==> config.mk <==
export PLATFORM = sky130hd
export DESIGN_NAME = gsm7_septet_unpack_decoder_top
export DESIGN_NICKNAME = d
export VERILOG_FILES = /design/src/rtl/core/g7dec_pkg.sv /design/src/rtl/core/g7dec_front.sv /design/src/rtl/core/g7dec_queue.sv /design/src/rtl/core/g7dec_back.sv /design/src/rtl/core/gsm7_septet_unpack_decoder_top.sv
export SDC_FILE = /design/constraint.sdc
export NUM_CORES = 1
export LEC_CHECK = 0
export ABC_AREA = 1
export BUFFER_PORTS_ARGS = -buffer_cell sky130_fd_sc_hd__buf_2
export CAP_MARGIN = 25
export CELL_PAD_IN_SITES_DETAIL_PLACEMENT = 1
export CELL_PAD_IN_SITES_GLOBAL_PLACEMENT = 2
export CORE_MARGIN = 2
export CORE_UTILIZATION = 37
export DETAILED_ROUTE_END_ITERATION = 10
export PLACE_DENSITY = 0.81
export SYNTH_ARGS = -nofsm -noshare
export SYNTH_HDL_FRONTEND = slang
export SYNTH_SLANG_ARGS = --single-unit
==> constraint.sdc <==
create_clock -name clk -period 18.4 [get_ports clk]
set_input_delay 4.6 -clock clk [delete_from_list [all_inputs] [get_ports clk]]
set_output_delay 4.6 -clock clk [all_outputs]
set_load 0.02 [all_outputs]
==> src/rtl/core/g7dec_pkg.sv <==
// Shared types, constants and character tables for the GSM 7-bit septet unpacking decoder.
package g7dec_pkg;

  // Septet codes and table bases.
  localparam logic [6:0] ESC_SEPTET = 7'h1b;
  localparam logic [7:0] EXT_BASE   = 8'h7f;
  localparam logic [6:0] CR_CODE    = 7'h0d;
  localparam logic [7:0] NO_MAP     = 8'hff;
  localparam int         ROM_SIZE   = 255;

  // Results one octet can cause: two characters and one end word, or
  // one character, a released held character and one end word.
  localparam int MAX_RESULTS = 3;
  localparam int CNT_W       = $clog2(MAX_RESULTS + 1);

  // Reciprocal of seven scaled by 2^15; exact for dividends below 4096.
  localparam logic [12:0] DIV7_MUL   = 13'd4682;
  localparam int          DIV7_SHIFT = 15;

  localparam int          CFG_IDX_W     = 1;
  localparam int          CFG_DATA_W    = 9;
  localparam logic [8:0]  CAPACITY_RST  = 9'd256;

  // Configuration register indexes.
  typedef enum logic [CFG_IDX_W-1:0] {
    REG_CAPACITY = 1'b0,
    REG_USSD     = 1'b1
  } cfg_reg_t;

  typedef logic [7:0] rom_t [ROM_SIZE];
  typedef logic [7:0] plain_map_t [128];

  // One result word on the output channel.
  typedef struct packed {
    logic [7:0] char_code;
    logic       char_valid;
    logic       msg_end;
    logic [7:0] char_count;
  } res_t;

  // All result words that one accepted octet causes, in order.
  typedef struct packed {
    res_t [MAX_RESULTS-1:0] r;
    logic [CNT_W-1:0]       n;
  } job_t;

  // Character ROM: default alphabet in the low half, extension table from EXT_BASE.
  localparam rom_t GSM_ROM = '{
    8'hff, 8'hff, 8'hff, 8'hff, 8'hff, 8'hff, 8'hff, 8'hff, 8'hff, 8'hff, 8'h0a, 8'hff, 8'hff,
    8'h0d, 8'hff,
    8'hff, 8'hff, 8'hff, 8'hff, 8'hff, 8'hff, 8'hff, 8'hff, 8'hff, 8'hff, 8'hff, 8'hff, 8'hff,
    8'hff, 8'hff,
    8'hff, 8'hff, 8'h20, 8'h21, 8'h22, 8'h23, 8'h02, 8'h25, 8'h26, 8'h27, 8'h28, 8'h29, 8'h2a,
    8'h2b, 8'h2c,
    8'h2d, 8'h2e, 8'h2f, 8'h30, 8'h31, 8'h32, 8'h33, 8'h34, 8'h35, 8'h36, 8'h37, 8'h38, 8'h39,
    8'h3a, 8'h3b,
    8'h3c, 8'h3d, 8'h3e, 8'h3f, 8'h00, 8'h41, 8'h42, 8'h43, 8'h44, 8'h45, 8'h46, 8'h47, 8'h48,
    8'h49, 8'h4a,
    8'h4b, 8'h4c, 8'h4d, 8'h4e, 8'h4f, 8'h50, 8'h51, 8'h52, 8'h53, 8'h54, 8'h55, 8'h56, 8'h57,
    8'h58, 8'h59,
    8'h5a, 8'h3c, 8'h2f, 8'h3e, 8'h14, 8'h11, 8'hff, 8'h61, 8'h62, 8'h63, 8'h64, 8'h65, 8'h66,
    8'h67, 8'h68,
    8'h69, 8'h6a, 8'h6b, 8'h6c, 8'h6d, 8'h6e, 8'h6f, 8'h70, 8'h71, 8'h72, 8'h73, 8'h74, 8'h75,
    8'h76, 8'h77,
    8'h78, 8'h79, 8'h7a, 8'h28, 8'h40, 8'h29, 8'h3d, 8'hff, 8'hff, 8'hff, 8'hff, 8'hff, 8'hff,
    8'hff, 8'hff,
    8'hff, 8'hff, 8'h0c, 8'hff, 8'hff, 8'hff, 8'hff, 8'hff, 8'hff, 8'hff, 8'hff, 8'hff, 8'h5e,
    8'hff, 8'hff,
    8'hff, 8'hff, 8'hff, 8'hff, 8'hff, 8'hff, 8'hff, 8'hff, 8'hff, 8'hff, 8'hff, 8'h40, 8'hff,
    8'h01, 8'hff,
    8'h03, 8'hff, 8'h7b, 8'h7d, 8'hff, 8'hff, 8'hff, 8'hff, 8'hff, 8'h5c, 8'hff, 8'hff, 8'hff,
    8'hff, 8'hff,
    8'hff, 8'hff, 8'hff, 8'hff, 8'hff, 8'hff, 8'hff, 8'h5b, 8'h7e, 8'h5d, 8'hff, 8'h7c, 8'hff,
    8'hff, 8'hff,
    8'hff, 8'h5b, 8'h0e, 8'h1c, 8'h09, 8'hff, 8'h1f, 8'hff, 8'hff, 8'hff, 8'hff, 8'hff, 8'hff,
    8'hff, 8'h5d,
    8'hff, 8'hff, 8'hff, 8'hff, 8'h5c, 8'hff, 8'h0b, 8'hff, 8'hff, 8'hff, 8'h5e, 8'hff, 8'hff,
    8'h1e, 8'h7f,
    8'hff, 8'hff, 8'hff, 8'h7b, 8'h0f, 8'h1d, 8'hff, 8'h04, 8'h05, 8'hff, 8'hff, 8'h07, 8'hff,
    8'hff, 8'hff,
    8'hff, 8'h7d, 8'h08, 8'hff, 8'hff, 8'hff, 8'h7c, 8'hff, 8'h0c, 8'h06, 8'hff, 8'hff, 8'h7e,
    8'hff, 8'hff
  };

  // Reverse table for plain septets: the first ROM index holding the septet value.
  // Scanning from the top down lets the lowest index win.
  function automatic plain_map_t build_plain_map();
    plain_map_t m;
    for (int s = 0; s < 128; s++) begin
      m[s] = NO_MAP;
    end
    for (int i = ROM_SIZE - 1; i >= 0; i--) begin
      if (GSM_ROM[i] < 8'h80) begin
        m[GSM_ROM[i][6:0]] = 8'(i);
      end
    end
    return m;
  endfunction

  localparam plain_map_t PLAIN_MAP = build_plain_map();

  // Header septets to skip: ceil((udhl + 1) * 8 / 7), by multiplying with the reciprocal.
  function automatic logic [8:0] skip_len(input logic [7:0] udhl);
    logic [11:0] x;
    logic [24:0] p;
    x = {1'b0, udhl, 3'b000} + 12'd14;
    p = 25'(x) * 25'(DIV7_MUL);
    return p[DIV7_SHIFT+8:DIV7_SHIFT];
  endfunction

endpackage

==> src/rtl/core/g7dec_front.sv <==
// Front end: accepts packed octets, unpacks septets, maps characters and builds result jobs.
module g7dec_front (
  input  logic                               clk,
  input  logic                               rst,
  input  logic                               cfg_valid,
  input  logic [g7dec_pkg::CFG_IDX_W-1:0]    cfg_index,
  input  logic [g7dec_pkg::CFG_DATA_W-1:0]   cfg_data,
  input  logic                               in_valid,
  input  logic                               q_full,
  input  logic [7:0]                         octet,
  input  logic                               msg_first,
  input  logic                               msg_last,
  input  logic [7:0]                         septet_count,
  input  logic                               udh_present,
  output logic                               push,
  output g7dec_pkg::job_t                    push_job
);
  import g7dec_pkg::*;

  // Configuration registers.
  logic [8:0]  output_capacity;
  logic        ussd_mode;

  // Message state.
  logic [13:0] bit_buffer, bit_buffer_next;
  logic [3:0]  bit_fill, bit_fill_next;
  logic [7:0]  skip_left, skip_left_next;
  logic [7:0]  septets_left, septets_left_next;
  logic        escape_pending, escape_pending_next;
  logic [7:0]  chars_emitted, chars_emitted_next;
  logic [7:0]  held_char, held_char_next;
  logic        held_valid, held_valid_next;

  logic        accept;
  logic [8:0]  limit;

  assign accept = in_valid && !q_full;
  assign limit  = (output_capacity == 9'd0) ? 9'd0 : output_capacity - 9'd1;

  // Decode one octet: up to two septets, then the end-of-message handling.
  always_comb begin
    logic [13:0]      bb;
    logic [3:0]       fill;
    logic [7:0]       skip;
    logic [7:0]       sl;
    logic             esc;
    logic [7:0]       ce;
    logic [7:0]       hc;
    logic             hv;
    logic [6:0]       s;
    logic [7:0]       c;
    logic             got;
    logic [8:0]       sk;
    logic [7:0]       delivered;
    logic [CNT_W-1:0] k;
    job_t             job;

    bb   = bit_buffer;
    fill = bit_fill;
    skip = skip_left;
    sl   = septets_left;
    esc  = escape_pending;
    ce   = chars_emitted;
    hc   = held_char;
    hv   = held_valid;
    s    = '0;
    c    = '0;
    got  = 1'b0;
    sk   = '0;
    delivered = '0;
    k    = '0;
    job  = '0;

    if (accept) begin
      // Message start clears state and sets up the header skip.
      if (msg_first) begin
        bb   = '0;
        fill = '0;
        skip = '0;
        esc  = 1'b0;
        ce   = '0;
        hc   = '0;
        hv   = 1'b0;
        sl   = septet_count;
        if (udh_present) begin
          sk = skip_len(octet);
          if (sk > {1'b0, septet_count}) begin
            sl = '0;
          end else begin
            skip = sk[7:0];
          end
        end
        if (sl != 8'd0 && limit == 9'd0) begin
          sl = '0;
        end
      end

      if (sl != 8'd0) begin
        bb   = bb | (14'(octet) << fill);
        fill = fill + 4'd8;
        for (int j = 0; j < 2; j++) begin
          if (fill >= 4'd7 && sl != 8'd0) begin
            s    = bb[6:0];
            bb   = bb >> 7;
            fill = fill - 4'd7;
            sl   = sl - 8'd1;
            got  = 1'b0;
            if (skip != 8'd0) begin
              skip = skip - 8'd1;
              if ({1'b0, ce} >= limit) begin
                sl = '0;
              end
            end else if (esc) begin
              esc = 1'b0;
              c   = GSM_ROM[EXT_BASE + 8'(s)];
              got = 1'b1;
            end else if (s == ESC_SEPTET && sl != 8'd0) begin
              esc = 1'b1;
            end else begin
              c   = PLAIN_MAP[s];
              got = 1'b1;
            end
            if (got) begin
              ce = ce + 8'd1;
              if ({1'b0, ce} >= limit) begin
                sl = '0;
              end
              // The closing character waits for the final octet in USSD mode.
              if (ussd_mode && sl == 8'd0) begin
                hc = c;
                hv = 1'b1;
              end else begin
                job.r[k] = '{char_code: c, char_valid: 1'b1, msg_end: 1'b0, char_count: 8'd0};
                k = k + 1'b1;
              end
            end
          end
        end
      end

      // Final octet: release or drop the held character, then the end word.
      if (msg_last) begin
        delivered = ce;
        if (hv) begin
          if (ussd_mode && octet[7:1] == CR_CODE) begin
            delivered = ce - 8'd1;
          end else begin
            job.r[k] = '{char_code: hc, char_valid: 1'b1, msg_end: 1'b0, char_count: 8'd0};
            k = k + 1'b1;
          end
        end
        job.r[k] = '{char_code: 8'd0, char_valid: 1'b0, msg_end: 1'b1, char_count: delivered};
        k = k + 1'b1;
        bb   = '0;
        fill = '0;
        skip = '0;
        sl   = '0;
        esc  = 1'b0;
        ce   = '0;
        hc   = '0;
        hv   = 1'b0;
      end
    end

    job.n = k;

    bit_buffer_next     = bb;
    bit_fill_next       = fill;
    skip_left_next      = skip;
    septets_left_next   = sl;
    escape_pending_next = esc;
    chars_emitted_next  = ce;
    held_char_next      = hc;
    held_valid_next     = hv;
    push_job            = job;
    push                = accept && (k != '0);
  end

  // State and configuration registers.
  always_ff @(posedge clk) begin
    if (rst) begin
      output_capacity <= CAPACITY_RST;
      ussd_mode       <= 1'b0;
      bit_buffer      <= '0;
      bit_fill        <= '0;
      skip_left       <= '0;
      septets_left    <= '0;
      escape_pending  <= 1'b0;
      chars_emitted   <= '0;
      held_char       <= '0;
      held_valid      <= 1'b0;
    end else begin
      if (cfg_valid) begin
        case (cfg_reg_t'(cfg_index))
          REG_CAPACITY: output_capacity <= cfg_data;
          REG_USSD:     ussd_mode       <= cfg_data[0];
          default:      ;
        endcase
      end
      bit_buffer     <= bit_buffer_next;
      bit_fill       <= bit_fill_next;
      skip_left      <= skip_left_next;
      septets_left   <= septets_left_next;
      escape_pending <= escape_pending_next;
      chars_emitted  <= chars_emitted_next;
      held_char      <= held_char_next;
      held_valid     <= held_valid_next;
    end
  end

  // A held character only exists once decoding of the message has ended.
  a_held_done: assert property (@(posedge clk) disable iff (rst)
    held_valid |-> septets_left == 8'd0)
    else $error("held character while septets remain");

  // The final octet leaves no message state behind.
  a_last_clears: assert property (@(posedge clk) disable iff (rst)
    accept && msg_last |=> chars_emitted == 8'd0 && !held_valid && septets_left == 8'd0)
    else $error("message state not cleared after final octet");

endmodule

==> src/rtl/core/g7dec_queue.sv <==
// Two-entry job queue between the decoding front end and the output back end.
module g7dec_queue (
  input  logic            clk,
  input  logic            rst,
  input  logic            push,
  input  g7dec_pkg::job_t push_job,
  input  logic            pop,
  output logic            full,
  output logic            head_valid,
  output g7dec_pkg::job_t head_job
);
  import g7dec_pkg::*;

  job_t       entries [2];
  logic       wr_ptr, wr_ptr_next;
  logic       rd_ptr, rd_ptr_next;
  logic [1:0] count, count_next;

  assign full       = (count == 2'd2);
  assign head_valid = (count != 2'd0);
  assign head_job   = entries[rd_ptr];

  // Pointer and fill bookkeeping.
  always_comb begin
    wr_ptr_next = push ? ~wr_ptr : wr_ptr;
    rd_ptr_next = pop ? ~rd_ptr : rd_ptr;
    count_next  = count + {1'b0, push} - {1'b0, pop};
  end

  always_ff @(posedge clk) begin
    if (rst) begin
      wr_ptr <= 1'b0;
      rd_ptr <= 1'b0;
      count  <= '0;
    end else begin
      wr_ptr <= wr_ptr_next;
      rd_ptr <= rd_ptr_next;
      count  <= count_next;
    end
  end

  // Job storage.
  always_ff @(posedge clk) begin
    if (push) begin
      entries[wr_ptr] <= push_job;
    end
  end

  a_count_range: assert property (@(posedge clk) disable iff (rst)
    count <= 2'd2)
    else $error("queue count out of range");

  a_no_overflow: assert property (@(posedge clk) disable iff (rst)
    push |-> !full)
    else $error("push into full queue");

  a_no_underflow: assert property (@(posedge clk) disable iff (rst)
    pop |-> head_valid)
    else $error("pop from empty queue");

endmodule

==> src/rtl/core/g7dec_back.sv <==
// Back end: walks the head job one result word a cycle into the output register unless stalled.
module g7dec_back (
  input  logic            clk,
  input  logic            rst,
  input  logic            head_valid,
  input  g7dec_pkg::job_t head_job,
  output logic            pop,
  input  logic            out_stall,
  output logic            out_valid,
  output g7dec_pkg::res_t out_res
);
  import g7dec_pkg::*;

  logic [CNT_W-1:0] idx, idx_next;
  logic             out_valid_next;
  logic             load;
  logic             job_done;

  // The output register takes a new word when it is empty or being taken.
  assign load     = head_valid && (!out_valid || !out_stall);
  assign job_done = (idx + 1'b1) == head_job.n;
  assign pop      = load && job_done;

  always_comb begin
    idx_next       = idx;
    out_valid_next = out_valid && out_stall;
    if (load) begin
      out_valid_next = 1'b1;
      idx_next       = job_done ? '0 : idx + 1'b1;
    end
  end

  always_ff @(posedge clk) begin
    if (rst) begin
      idx       <= '0;
      out_valid <= 1'b0;
    end else begin
      idx       <= idx_next;
      out_valid <= out_valid_next;
    end
  end

  // Output word register.
  always_ff @(posedge clk) begin
    if (load) begin
      out_res <= head_job.r[idx];
    end
  end

endmodule

==> src/rtl/core/gsm7_septet_unpack_decoder_top.sv <==
// Top level of the GSM 7-bit septet unpacking decoder.
// Packed SMS user-data octets go in, one word per octet, and decoded characters come out,
// one word per character, followed by one end word per message that carries the character
// count. The front end decodes an accepted octet in the cycle it is taken and puts all of
// its result words (up to three) as one job into a two-entry queue; while out_stall is low,
// the back end sends one word per cycle through an output register. The first word of an
// octet passes through the queue entry and the output register before it is presented.
// An octet yields result words as follows: none for an octet that only feeds header or
// escape septets or arrives with no septets left, one for a single character or a bare end
// word, two for a septet pair or a character with its end word, and three when a final
// octet also releases a held character or completes a pair. The input takes one octet per
// cycle while the queue has room; in_stall rises only while both queue entries hold jobs
// whose words are not yet all sent. The configuration port is always ready; registers
// should be written only while no message is in flight.
module gsm7_septet_unpack_decoder_top (
  input  logic                             clk,
  input  logic                             rst,
  // Configuration write channel.
  input  logic                             cfg_valid,
  output logic                             cfg_ready,
  input  logic [g7dec_pkg::CFG_IDX_W-1:0]  cfg_index,
  input  logic [g7dec_pkg::CFG_DATA_W-1:0] cfg_data,
  // Octet input channel.
  input  logic                             in_valid,
  output logic                             in_stall,
  input  logic [7:0]                       octet,
  input  logic                             msg_first,
  input  logic                             msg_last,
  input  logic [7:0]                       septet_count,
  input  logic                             udh_present,
  // Character output channel.
  output logic                             out_valid,
  input  logic                             out_stall,
  output logic [7:0]                       char_code,
  output logic                             char_valid,
  output logic                             msg_end,
  output logic [7:0]                       char_count
);
  import g7dec_pkg::*;

  logic q_full;
  logic push;
  job_t push_job;
  logic pop;
  logic head_valid;
  job_t head_job;
  res_t out_res;

  assign cfg_ready = 1'b1;
  assign in_stall  = q_full;

  // Decoding front end.
  g7dec_front u_front (
    .clk          (clk),
    .rst          (rst),
    .cfg_valid    (cfg_valid),
    .cfg_index    (cfg_index),
    .cfg_data     (cfg_data),
    .in_valid     (in_valid),
    .q_full       (q_full),
    .octet        (octet),
    .msg_first    (msg_first),
    .msg_last     (msg_last),
    .septet_count (septet_count),
    .udh_present  (udh_present),
    .push         (push),
    .push_job     (push_job)
  );

  // Job queue.
  g7dec_queue u_queue (
    .clk        (clk),
    .rst        (rst),
    .push       (push),
    .push_job   (push_job),
    .pop        (pop),
    .full       (q_full),
    .head_valid (head_valid),
    .head_job   (head_job)
  );

  // Output back end.
  g7dec_back u_back (
    .clk        (clk),
    .rst        (rst),
    .head_valid (head_valid),
    .head_job   (head_job),
    .pop        (pop),
    .out_stall  (out_stall),
    .out_valid  (out_valid),
    .out_res    (out_res)
  );

  assign char_code  = out_res.char_code;
  assign char_valid = out_res.char_valid;
  assign msg_end    = out_res.msg_end;
  assign char_count = out_res.char_count;

endmodule
==> results.md <==
- Broken down by cell family, the worst path's largest delay share belongs to simple AND/OR/NAND/NOR gates.
- The worst register-to-register path has a depth of 52.
- The run finished with clean final reports.
- The site row count is 83.
- Counting every net in the synthesized netlist gives 2993.
- The cell type of the slowest stage on the worst timing path is sky130_fd_sc_hd__fa_1.
- The total clock sinks is 200.
- The initial antenna violation count is 0.
- The slew at the pin closest to its max-slew limit is 0.954 ns.
- The HPWL after detailed placement is 51000 um.
- The number of clock buffers added by TritonCTS is 17.
- The end point of the most critical hold path is u_front.septets_left[0].
- The global route total overflow is 0.
- In the final routed layout, each cell accounts on average for 19.4 um.
- The DRC marker count from the first detailed-route iteration is 1317.
- Static timing analysis puts the maximum clock frequency at 59.0 MHz.
- The met3 routed wirelength is 2380 um.
- The detailed router put a total of 32400 um of wire on met1.
- Setup total negative slack on the finished layout was measured at 0 ns.
- The most common cell type on the critical path is sky130_fd_sc_hd__nand2_1.
- The synthesized design contains 130 enable-type register cells.
- In this run the register-to-register setup slack is 9.00 ns.
- Across all layers, the routed design uses 19300 vias.
- Counting every instance in the synthesized netlist gives 2792.
- After clock tree synthesis, the clock-pin slew on the worst setup and hold paths is 0.08 ns.
- The count of TritonRoute iterations in the first routing pass is 5.
- The startpoint identified for the worst register-to-register timing path is u_front.output_capacity[0].
- Summing every instance area after synthesis gives 19100 um^2.
- The area of the multi-input gates is 12000 um^2.
- In the final design database the tool counted 2990 nets.
- The worst hold path belongs to the class flip-flop to flip-flop.
- Data on the critical path is required at its endpoint by 18.55 ns.
- Timing analysis after detailed placement gives a worst setup slack of 0.654 ns.
- Counting along the longest clock path gives a buffer depth of 2.
- The final critical-path required period is 16.96 ns.
- The antenna cell count is 0.
- The die boundary width is 231 um.
- The power per standard cell area is 175 nW/um^2.
- The setup skew after layout is 0.0141 ns.
- The synthesized design contains 200 register bits.
- The category of the most critical setup path is primary input to flip-flop.
- TritonCTS built the clock tree.
- The worst hold path passes through 2 cells.
- The share of the clock period used by the worst path is 0.922.
- The worst endpoint data arrival time is 17.11 ns.
- The number of hold violations in the final report is 0.
- Across the run, the number of max-cap violations was 0.
- Along the worst path, the maximum fanout reaches 23.
- The average instance in the mapped netlist occupies 6.83 um^2.
- Of the cells placed in the final design, the portion with a size suffix greater than 1 is 0.0839.
- In this run, distinct cell masters in the synthesized netlist total 72.
- The root buffer cell is sky130_fd_sc_hd__clkbuf_16.
- The worst-case vdd ir drop is 0.0634 mV.
- The uppermost layer routed is met4.
- The die height is 231 um.
- The largest single stage delay on the critical path is 0.55 ns.
- The layout has 6581 filler cells.
- After synthesis, the share of flip-flops with an asynchronous set or reset is 0.
- The worst max-slew margin expressed relative to the limit is 0.362.
- Once detail routing completed, the nets flagged for antenna violations numbered 0.
- The number of buffers inserted for hold repair after clock tree synthesis is 0.
- The number of buffers and inverters on the critical path is 15.
- Setup repair after global routing left no endpoint under its margin.
- The number of global-route vias before repair was 19700.
- Clock latency on the worst-skew pair, taken at its later pin, is 0.48 ns.
- Summed over all layers, the routed wires come to 67400 um.
- The number of top-level pins is 55.
- For this run, design rule violations remaining after detail routing come to 0.
- The global router's overall resource usage is 0.252.
- The worst hold path begins at u_front.septets_left[0].
- The slack of the critical path is 1.44 ns.
- Setup violations remaining at the end of the flow were counted as 0.
- Across all hold checks on the routed design, the worst slack comes to 0.469 ns.
- Entering global routing, the biggest net connects 59 pins.
- The area growth from synthesis to layout is 8.22%.
- In this run the static leakage power is 8.96 nW.
- The max-slew violation count was 0.
- For this configuration, the core starts out at a cell density of 0.373.
- The count of buffers added on input and output ports is 53.
- The footprint of the flip-flops and latches is 5310 um^2.
- The share of the Yosys chip area taken by registers is 0.278.
- The amount of wire on met2 after detailed routing is 31400 um.
- CTS built an H-tree with a depth of 4.
- The average via count per standard cell is 5.55.
- The wire length of the first global-routing pass is 108000 um.
- The die covers 53400 um^2.
- The worst setup path is captured at a flip-flop.
- The core footprint is 51200 um^2.
- The prevailing post-synth register cell is sky130_fd_sc_hd__edfxtp_1.
- STA classifies the critical path startpoint as a primary input.
- The count of warnings emitted by yosys is 0.
- The congestion estimate from routability-driven global placement came to 0.893.
- The reg-to-reg endpoint is u_queue.entries[0][52].
metal layers:
| layer | vias to the layer above | GRT usage |
|---|---|---|
| li1 | 9409 | - |
| met1 | 9422 | 0.349 |
| met2 | 426 | 0.424 |
| met3 | 71 | 0.0268 |
| met4 | 0 | 0.0528 |
| met5 | - | 0 |
cells in the final DEF (no fill, tap or decap), drive strengths merged, types with 49 or more instances in the layout:
cell type / n
dfxtp: 70
edfxtp: 130
o21ai: 287
a21oi: 207
buf: 82
xor2: 49
inv: 348
ha: 152
nand2: 648
nor2: 341
nand3: 166
synth_stat cells, types with 6 or more instances:
cell | n | area share
sky130_fd_sc_hd__nand2_1 | 626 | 0.12
sky130_fd_sc_hd__nor2_1 | 320 | 0.063
sky130_fd_sc_hd__inv_1 | 312 | 0.061
sky130_fd_sc_hd__o21ai_0 | 244 | 0.064
sky130_fd_sc_hd__a21oi_1 | 199 | 0.052
sky130_fd_sc_hd__nand3_1 | 153 | 0.040
sky130_fd_sc_hd__ha_1 | 152 | 0.10
sky130_fd_sc_hd__edfxtp_1 | 130 | 0.20
sky130_fd_sc_hd__clkbuf_1 | 78 | 0.015
sky130_fd_sc_hd__dfxtp_1 | 70 | 0.073
sky130_fd_sc_hd__o211ai_1 | 46 | 0.018
sky130_fd_sc_hd__xor2_1 | 45 | 0.021
sky130_fd_sc_hd__o21ai_1 | 33 | 0.0087
sky130_fd_sc_hd__nor3_1 | 32 | 0.0084
sky130_fd_sc_hd__nand4_1 | 27 | 0.0089
sky130_fd_sc_hd__inv_2 | 26 | 0.0051
sky130_fd_sc_hd__a31oi_1 | 25 | 0.0082
sky130_fd_sc_hd__o32ai_1 | 21 | 0.0096
sky130_fd_sc_hd__nor2_2 | 16 | 0.0052
sky130_fd_sc_hd__fa_1 | 15 | 0.016
sky130_fd_sc_hd__nand2_2 | 14 | 0.0046
sky130_fd_sc_hd__o22ai_1 | 14 | 0.0046
sky130_fd_sc_hd__o221ai_1 | 13 | 0.0060
sky130_fd_sc_hd__clkinv_1 | 12 | 0.0024
sky130_fd_sc_hd__buf_2 | 11 | 0.0029
sky130_fd_sc_hd__o31ai_1 | 11 | 0.0043
sky130_fd_sc_hd__nand3_2 | 10 | 0.0052
sky130_fd_sc_hd__o21ai_2 | 9 | 0.0041
sky130_fd_sc_hd__buf_1 | 8 | 0.0016
sky130_fd_sc_hd__nand2_4 | 8 | 0.0047
sky130_fd_sc_hd__o311ai_0 | 7 | 0.0032
sky130_fd_sc_hd__xnor2_1 | 7 | 0.0032
sky130_fd_sc_hd__a211oi_1 | 6 | 0.0024
sky130_fd_sc_hd__a21boi_0 | 6 | 0.0024
sky130_fd_sc_hd__a21oi_2 | 6 | 0.0028
sky130_fd_sc_hd__nor4_1 | 6 | 0.0020
repair_timing:
item,CTS,global route
gates resized for setup,0,3
buffers inserted,0,0
setup endpoints to repair,0,31
worst min-delay path: stages, from the launching register on:
cell and delay (ns):
sky130_fd_sc_hd__dfxtp_1 0.31, sky130_fd_sc_hd__nand2_1 0.06, sky130_fd_sc_hd__a21oi_1 0.05
power breakdown:
| part | switching, W | internal, W | total [W] |
|---|---|---|---|
| combinational | 0.00179 | 0.000720 | 0.00251 |
| sequential | 0.0000381 | 0.000655 | 0.000693 |
| clock | 0.000217 | 0.000204 | 0.000421 |
through the flow:
stage	instance area [um^2]	power (W)	cells	util
after floorplan	19100	0.00245	2792	-
after global placement	20000	0.00311	3450	0.390
after detailed placement	20000	0.00318	3450	0.390
after CTS	20600	0.00361	3482	0.403
after global routing	20600	0.00396	3482	0.403
final	20600	0.00362	3482	0.403
logic make-up (layout without fill, tap and decap cells):
kind of cell	after synthesis	in the layout	synth area share
AO/OA/AOI/OAI	672	672	0.206
XOR/XNOR	56	56	0.0273
AND/OR/NAND/NOR	1240	1240	0.280
adder cells (fa/ha/maj)	167	167	0.115
other	1	1	0.000197
buffers and inverters	456	466	0.0930
flip-flops	200	200	0.278
area by class of cell:
class | instances | share of cell area
Sequential cell | 200 | 0.257
Timing Repair Buffer | 82 | 0.0234
Tap cell | 680 | 0.0412
Multi-Input combinational cell | 2136 | 0.582
Clock inverter | 15 | 0.0110
Inverter | 352 | 0.0645
Clock buffer | 17 | 0.0206
how the worst max path moves through the flow:
stage               depth (start not counted)  slack [ns]     start                     end
floorplan                                  85        2.32  octet[1]   u_queue.entries[1][0]
global placement                           88        1.31  octet[1]  u_queue.entries[1][26]
detailed placement                         88        0.65  octet[1]   u_queue.entries[1][0]
CTS                                        88        1.10  octet[1]  u_queue.entries[1][11]
global route                               88        0.18  octet[1]  u_queue.entries[0][52]
finish                                     77        1.44  octet[1]  u_queue.entries[0][52]
flip-flops by register name, indices dropped and copies added, names as in the netlist, 2 cells and up, named ones only:
register / count
u_back.out_res: 18
u_front.bit_fill: 4
u_front.output_capacity: 9
u_queue.count: 2
u_queue.entries: 112
u_back.idx: 2
u_front.bit_buffer: 14
u_front.chars_emitted: 8
u_front.held_char: 8
u_front.skip_left: 8
u_front.septets_left: 8
Power figures use the tool's default switching activity.
